**config.mk**
```make
export PLATFORM = sky130hd
export DESIGN_NAME = lenient_base64url_decoder_core
export DESIGN_NICKNAME = d
export VERILOG_FILES = /design/src/design/lb64_pkg.sv /design/src/design/lenient_base64url_decoder_core.sv
export SDC_FILE = /design/constraint.sdc
export NUM_CORES = 1
export LEC_CHECK = 0
export ABC_AREA = 1
export BUFFER_PORTS_ARGS = -buffer_cell sky130_fd_sc_hd__buf_2
export CAP_MARGIN = 25
export CORE_ASPECT_RATIO = 1.2
export CORE_MARGIN = 5
export CORE_UTILIZATION = 40
export CTS_CLUSTER_SIZE = 28
export DETAILED_ROUTE_END_ITERATION = 8
export PLACE_DENSITY = 0.59
export REMOVE_ABC_BUFFERS = 1
export SLEW_MARGIN = 20
export SYNTH_ARGS = -nofsm -noshare
export SYNTH_HDL_FRONTEND = slang
export SYNTH_SLANG_ARGS = --single-unit
```
**constraint.sdc**
```tcl
create_clock -name clock -period 1.8 [get_ports clock]
set_input_delay 0.09 -clock clock [delete_from_list [all_inputs] [get_ports clock]]
set_output_delay 0.09 -clock clock [all_outputs]
set_load 0.02 [all_outputs]
```
**src/design/lb64_pkg.sv**
```systemverilog
// Package for the lenient base64url decoder: character constants and digit mapping.
`timescale 1ns / 1ps
package lb64_pkg;

   localparam int CHAR_W    = 8;
   localparam int DIGIT_W   = 6;
   localparam int ACC_W     = 12;
   localparam int PENDING_W = 3;

   localparam logic [CHAR_W-1:0] CHAR_UPPER_A = 8'h41;
   localparam logic [CHAR_W-1:0] CHAR_UPPER_Z = 8'h5A;
   localparam logic [CHAR_W-1:0] CHAR_LOWER_A = 8'h61;
   localparam logic [CHAR_W-1:0] CHAR_LOWER_Z = 8'h7A;
   localparam logic [CHAR_W-1:0] CHAR_ZERO    = 8'h30;
   localparam logic [CHAR_W-1:0] CHAR_NINE    = 8'h39;
   localparam logic [CHAR_W-1:0] CHAR_MINUS   = 8'h2D;
   localparam logic [CHAR_W-1:0] CHAR_PLUS    = 8'h2B;
   localparam logic [CHAR_W-1:0] CHAR_UNDER   = 8'h5F;
   localparam logic [CHAR_W-1:0] CHAR_SLASH   = 8'h2F;
   localparam logic [CHAR_W-1:0] CHAR_PAD     = 8'h3D;

   localparam logic [DIGIT_W-1:0] DIGIT_LOWER_BASE = 6'd26;
   localparam logic [DIGIT_W-1:0] DIGIT_NUM_BASE   = 6'd52;
   localparam logic [DIGIT_W-1:0] DIGIT_62         = 6'd62;
   localparam logic [DIGIT_W-1:0] DIGIT_63         = 6'd63;

   typedef struct packed {
      logic                 valid;
      logic [DIGIT_W-1:0]   value;
   } digit_type;

   // Maps one character to its 6-bit digit; valid is low for skipped characters.
   function automatic digit_type digit_of(input logic [CHAR_W-1:0] c);
      digit_type d;
      d.valid = 1'b1;
      d.value = '0;
      if (c >= CHAR_UPPER_A && c <= CHAR_UPPER_Z) begin
         d.value = DIGIT_W'(c - CHAR_UPPER_A);
      end else if (c >= CHAR_LOWER_A && c <= CHAR_LOWER_Z) begin
         d.value = DIGIT_W'(c - CHAR_LOWER_A) + DIGIT_LOWER_BASE;
      end else if (c >= CHAR_ZERO && c <= CHAR_NINE) begin
         d.value = DIGIT_W'(c - CHAR_ZERO) + DIGIT_NUM_BASE;
      end else if (c == CHAR_MINUS || c == CHAR_PLUS) begin
         d.value = DIGIT_62;
      end else if (c == CHAR_UNDER || c == CHAR_SLASH) begin
         d.value = DIGIT_63;
      end else begin
         d.valid = 1'b0;
      end
      return d;
   endfunction

endpackage

```
**src/design/lenient_base64url_decoder_core.sv**
```systemverilog
// Top level of the lenient base64url decoder: one character in, at most one byte out.
//
// Usage: each req_ beat carries one raw character (req_char_code) and a flag
// (req_string_end) that marks the last character of a string. URL-safe base64
// letters plus '+' and '/' are decoded, other characters are skipped, and an '='
// stops decoding until the end of the string. A rsp_ beat is produced when a byte
// completes (rsp_byte_valid high) or on the last character of a string
// (rsp_frame_end high); characters that complete nothing produce no beat.
// Results are registered: a character accepted in one cycle shows its result on the
// rsp_ ports in the next. Throughput is one character per clock while results are
// taken, set by the single result register; the decode and accumulator update are
// combinational. A new character is taken while a result waits, as long as the
// receiver takes that result in the same cycle; if rsp_ready stays low with a result
// held, req_ready drops and the input stalls without losing anything.
// Reset (synchronous, active high) clears the accumulator, the bit count, the
// padding flag and the result valid flag; the held result fields are not reset. The
// last character of each string clears the decoding state, so leftover bits are dropped.
`timescale 1ns / 1ps
module lenient_base64url_decoder_core (
   input  logic                           clock,
   input  logic                           reset,
   input  logic                           req_valid,
   output logic                           req_ready,
   input  logic [lb64_pkg::CHAR_W-1:0]    req_char_code,
   input  logic                           req_string_end,
   output logic                           rsp_valid,
   input  logic                           rsp_ready,
   output logic [lb64_pkg::CHAR_W-1:0]    rsp_data_byte,
   output logic                           rsp_byte_valid,
   output logic                           rsp_frame_end
);
   import lb64_pkg::*;

   logic [ACC_W-1:0]     acc_ff, acc_in;
   logic [PENDING_W-1:0] pending_ff, pending_in;
   logic                 stopped_ff, stopped_in;

   logic                 rsp_valid_ff, rsp_valid_in;
   logic [CHAR_W-1:0]    data_ff, data_in;
   logic                 byte_valid_ff, byte_valid_in;
   logic                 frame_end_ff, frame_end_in;

   logic                 accept;
   digit_type            digit;
   logic [ACC_W-1:0]     acc_shifted;
   logic [PENDING_W-1:0] shift_amt;
   logic                 have_byte;
   logic [CHAR_W-1:0]    byte_val;

   assign req_ready = !rsp_valid_ff || rsp_ready;
   assign accept    = req_valid && req_ready;
   assign digit     = digit_of(req_char_code);

   assign acc_shifted = {acc_ff[ACC_W-DIGIT_W-1:0], digit.value};
   // With 2, 4 or 6 bits pending, the new byte sits 0, 2 or 4 bits above the bottom.
   assign shift_amt   = pending_ff - PENDING_W'(2);
   assign byte_val    = CHAR_W'(acc_shifted >> shift_amt);

   always_comb begin
      acc_in        = acc_ff;
      pending_in    = pending_ff;
      stopped_in    = stopped_ff;
      have_byte     = 1'b0;
      rsp_valid_in  = rsp_valid_ff && !rsp_ready;
      data_in       = data_ff;
      byte_valid_in = byte_valid_ff;
      frame_end_in  = frame_end_ff;
      if (accept) begin
         if (!stopped_ff) begin
            if (req_char_code == CHAR_PAD) begin
               stopped_in = 1'b1;
            end else if (digit.valid) begin
               acc_in = acc_shifted;
               if (pending_ff != '0) begin
                  have_byte  = 1'b1;
                  pending_in = pending_ff - PENDING_W'(2);
               end else begin
                  pending_in = PENDING_W'(DIGIT_W);
               end
            end
         end
         if (req_string_end) begin
            acc_in     = '0;
            pending_in = '0;
            stopped_in = 1'b0;
         end
         if (have_byte || req_string_end) begin
            rsp_valid_in  = 1'b1;
            data_in       = have_byte ? byte_val : '0;
            byte_valid_in = have_byte;
            frame_end_in  = req_string_end;
         end
      end
   end

   always_ff @(posedge clock) begin
      if (reset) begin
         acc_ff       <= '0;
         pending_ff   <= '0;
         stopped_ff   <= 1'b0;
         rsp_valid_ff <= 1'b0;
      end else begin
         acc_ff       <= acc_in;
         pending_ff   <= pending_in;
         stopped_ff   <= stopped_in;
         rsp_valid_ff <= rsp_valid_in;
      end
   end

   always_ff @(posedge clock) begin
      data_ff       <= data_in;
      byte_valid_ff <= byte_valid_in;
      frame_end_ff  <= frame_end_in;
   end

   assign rsp_valid      = rsp_valid_ff;
   assign rsp_data_byte  = data_ff;
   assign rsp_byte_valid = byte_valid_ff;
   assign rsp_frame_end  = frame_end_ff;

endmodule
```
==> flow_summary_export.csv <==
group,metric,value,unit
outcome,status,"finished, final reports clean",
drt,wl,4501,um
critical_path,cp_max_fo,5,
cts,insertion_delay,0.25,ns
critical_path,critical_path_arrival,1.64,ns
yosys,ys_seq_area_frac,0.2729,
layout,layout-drive-gt1-share,0.3282,
critical_path,endpoint,"rsp_data_byte[5]$_SDFFCE_PN0P_",
layout,layout_common_cells,"nand2_1 (74), buf_4 (33), nand3_1 (30)",
floorplan,rows,27,
critical_path,r2r_setup_slack,0.33,ns
cts,cts_tree,"built",
drt,wl_per_cell,11.81,um
timing,rsz0062_at_grt,"no",
critical_path,cp_data_required_time,1.81,ns
critical_path,r2r_start,"pending_ff[2]$_SDFFE_PP0P_",
cts,cts.sinks,20,
min_path,hp-class,"in -> reg",
floorplan,die_x,71.82,um
power_and_ir_drop,p_per_area,520.0,nW/um2
power_and_ir_drop,intPower,0.8117,mW
yosys,syn_area_per_cell,6.870,um2
critical_path,critical_path_class,"in -> reg",
placement,dp_slack,-0.1417,ns
job,drv_cap,0,
placement,dp_cells,377,
cts,clk_pin_slew,0.07,ns
drt,ant_nets,0,
yosys,synth_top_area_frac,0.1637,
timing,fin_crit_sh,0.9035,
critical_path,r2r_cells,6,
cts,cts_max_path_buffers,2,
placement,place_congestion,0.9609,
power_and_ir_drop,p_leak,1.139,nW
critical_path,worst_path_max_delay_cell,"ha_2",
global_routing,grt_overflow,0,
floorplan,dieArea,6045,um2
power_and_ir_drop,seqPwrFrac,0.418,
global_routing,grt_start_max_net_pins,14,
yosys,synth_seq_cells,20,
power_and_ir_drop,power,1.202,mW
global_routing,grt_pass1_vias,1752,
floorplan,pin_count,25,
placement,place_hpwl,3810,um
timing,worst_pin_slew,0.3013,ns
drt,drt_iter0_drc,112,
placement,placed_area,2262,um2
timing,max_freq,614.9,MHz
cts,cts_buffers,3,
yosys,synth_area_leader_cell,"edfxtp_1",
power_and_ir_drop,power_frac_clock,0.239,
power_and_ir_drop,p_sw,0.3906,mW
layout,diodes,0,
cts,cts-root-buf,"clkbuf_8",
global_routing,grt_use_total,0.1543,
drt,via_per_inst,4.798,
yosys,synth_area_leaders,"edfxtp_1 (16%), nand2_1 (15%), dfxtp_1 (11%), nand3_1 (8.2%), ha_1 (6.8%)",
power_and_ir_drop,ir_drop,0.2211,mV
timing,max_slew_margin,0.7989,
layout,fin_cells,381,
critical_path,slowest_delay,0.19,ns
timing,post-route-min-period,1.626,ns
drt,num_vias,1828,
yosys,synthCells,267,
floorplan,initial_utilization,0.4052,
cts,postCtsSetupBuffers,0,
layout,final_nets,347,
timing,hold_viol_final,0,
power_and_ir_drop,combPwrFrac,0.343,
global_routing,antenna_found_initial,0,
timing,finalSetupViolCount,0,
critical_path,reg2reg_to,"rsp_data_byte[6]$_SDFFCE_PN0P_",
drt,drtPass1Iterations,4,
cts,htreeDepth,1,
yosys,ys_warn_count,0,
floorplan,die_y,84.18,um
timing,slew_viol_final,0,
layout,final_common_cell,"nand2_1",
layout,finalInstanceArea,2312,um2
placement,port-buffer-count,24,
critical_path,cp-end-kind,"register",
yosys,ys_types,30,
power_and_ir_drop,switching_share,0.3249,
drt,drc,0,
critical_path,cp-startpoint,"req_char_code[0]",
min_path,hold_path_depth,1,
floorplan,core-area,4527,um2
timing,fin_ws,0.1737,ns
yosys,synth_area,1834,um2
global_routing,grt_pass1_wl,7624,um
critical_path,start_kind,"input pin",
timing,finalClockSkew,0.0009824,ns
layout,area_growth,26.06,%
critical_path,crit_chain,"buf_2 > inv_1 > ha_2 > inv_1 > nand2_1 > nand3_1 > nor2_2 > nor2_2 > buf_4 > nand3_1 > nand2_1 > nand2_1 > nand3_1 > a21oi_1 > nor2_1",
-- logic make-up (layout without fill, tap and decap cells) --
| family | after synthesis | after routing | synth area share |
|---|---|---|---|
| fa+ha+maj | 10 | 10 | 0.06821 |
| xor+xnor | 4 | 4 | 0.01910 |
| compound gates | 32 | 32 | 0.1050 |
| buf+inv | 38 | 94 | 0.08458 |
| flops | 20 | 20 | 0.2729 |
| simple gates | 163 | 163 | 0.4502 |
-- sequential cells by signal, summed over array words and instances, names as in the netlist --
name            cells
rsp_data_byte       8
acc_ff              6
pending_ff          2
rsp_byte_valid      1
rsp_frame_end       1
rsp_valid           1
stopped_ff          1
-- how the worst min path moves through the flow --
stage | from | endpoint
6_report | req_string_end | rsp_frame_end$_DFFE_PP_
3_5_place_dp | req_string_end | rsp_frame_end$_DFFE_PP_
5_1_grt | req_string_end | rsp_frame_end$_DFFE_PP_
2_1_floorplan | reset | acc_ff[0]$_SDFFE_PP0P_
3_3_place_gp | req_string_end | rsp_frame_end$_DFFE_PP_
4_1_cts | req_string_end | rsp_frame_end$_DFFE_PP_
-- worst max-delay path: cells and delay by family --
kind | cells | cell delay, ns
and+or+nand+nor | 9 | 0.75
buffers and inverters | 4 | 0.43
adders and majority gates | 1 | 0.19
AOI/OAI and AO/OA | 1 | 0.16
-- timing repair --
item	in CTS	in global routing
resized for setup	0	3
setup endpoints to repair	0	3
hold buffers	0	0
-- layer usage --
layer / vias up / track usage / part of all wire
li1: 974 / - / -
met1: 792 / 0.1738 / 0.42
met2: 49 / 0.2860 / 0.52
met3: 13 / 0.01078 / 0.032
met4: 0 / 0.07521 / 0.035
met5: - / 0 / 0
-- layout make-up --
cell class	instances	area, um2
Clock buffer	3	41.29
Clock inverter	1	3.754
Fill cell	479	2215
Inverter	32	122.6
Multi-Input combinational cell	209	1184
Sequential cell	20	500.5
Tap cell	58	72.57
Timing Repair Buffer	58	387.9
-- Yosys cell counts, drive strengths merged --
master  count
nand2      90
nand3      34
inv        32
nor2       30
a21oi      17
o21ai      14
dfxtp      10
edfxtp     10
ha         10
nand4       6
buf         4
nand3b      3
xor2        3
clkbuf      2
o21bai      1
xnor2       1
-- stage by stage --
| step | utilization | TNS [ns] | hold slack, ns |
|---|---|---|---|
| 6_report | 0.5108 | 0 | 0.03471 |
| 5_1_grt | 0.5108 | 0 | 0.03762 |
| 4_1_cts | 0.5097 | 0 | 0.03383 |
| 3_5_place_dp | 0.4997 | -2.026 | 0.2976 |
| 3_3_place_gp | 0.4997 | -1.773 | 0.2892 |
| 2_1_floorplan | - | -0.1501 | 0.1524 |
-- power by group through the flow --
stage                     Combinational, mW  Clock (mW)  Sequential [mW]
after global placement                0.410           0            0.512
final                                 0.413       0.287            0.503
after detailed placement              0.411           0            0.513
after floorplan                       0.225           0            0.530
after global routing                  0.458       0.314            0.504
after CTS                             0.413       0.298            0.503
Note: power is estimated with default switching activity, not from simulation.
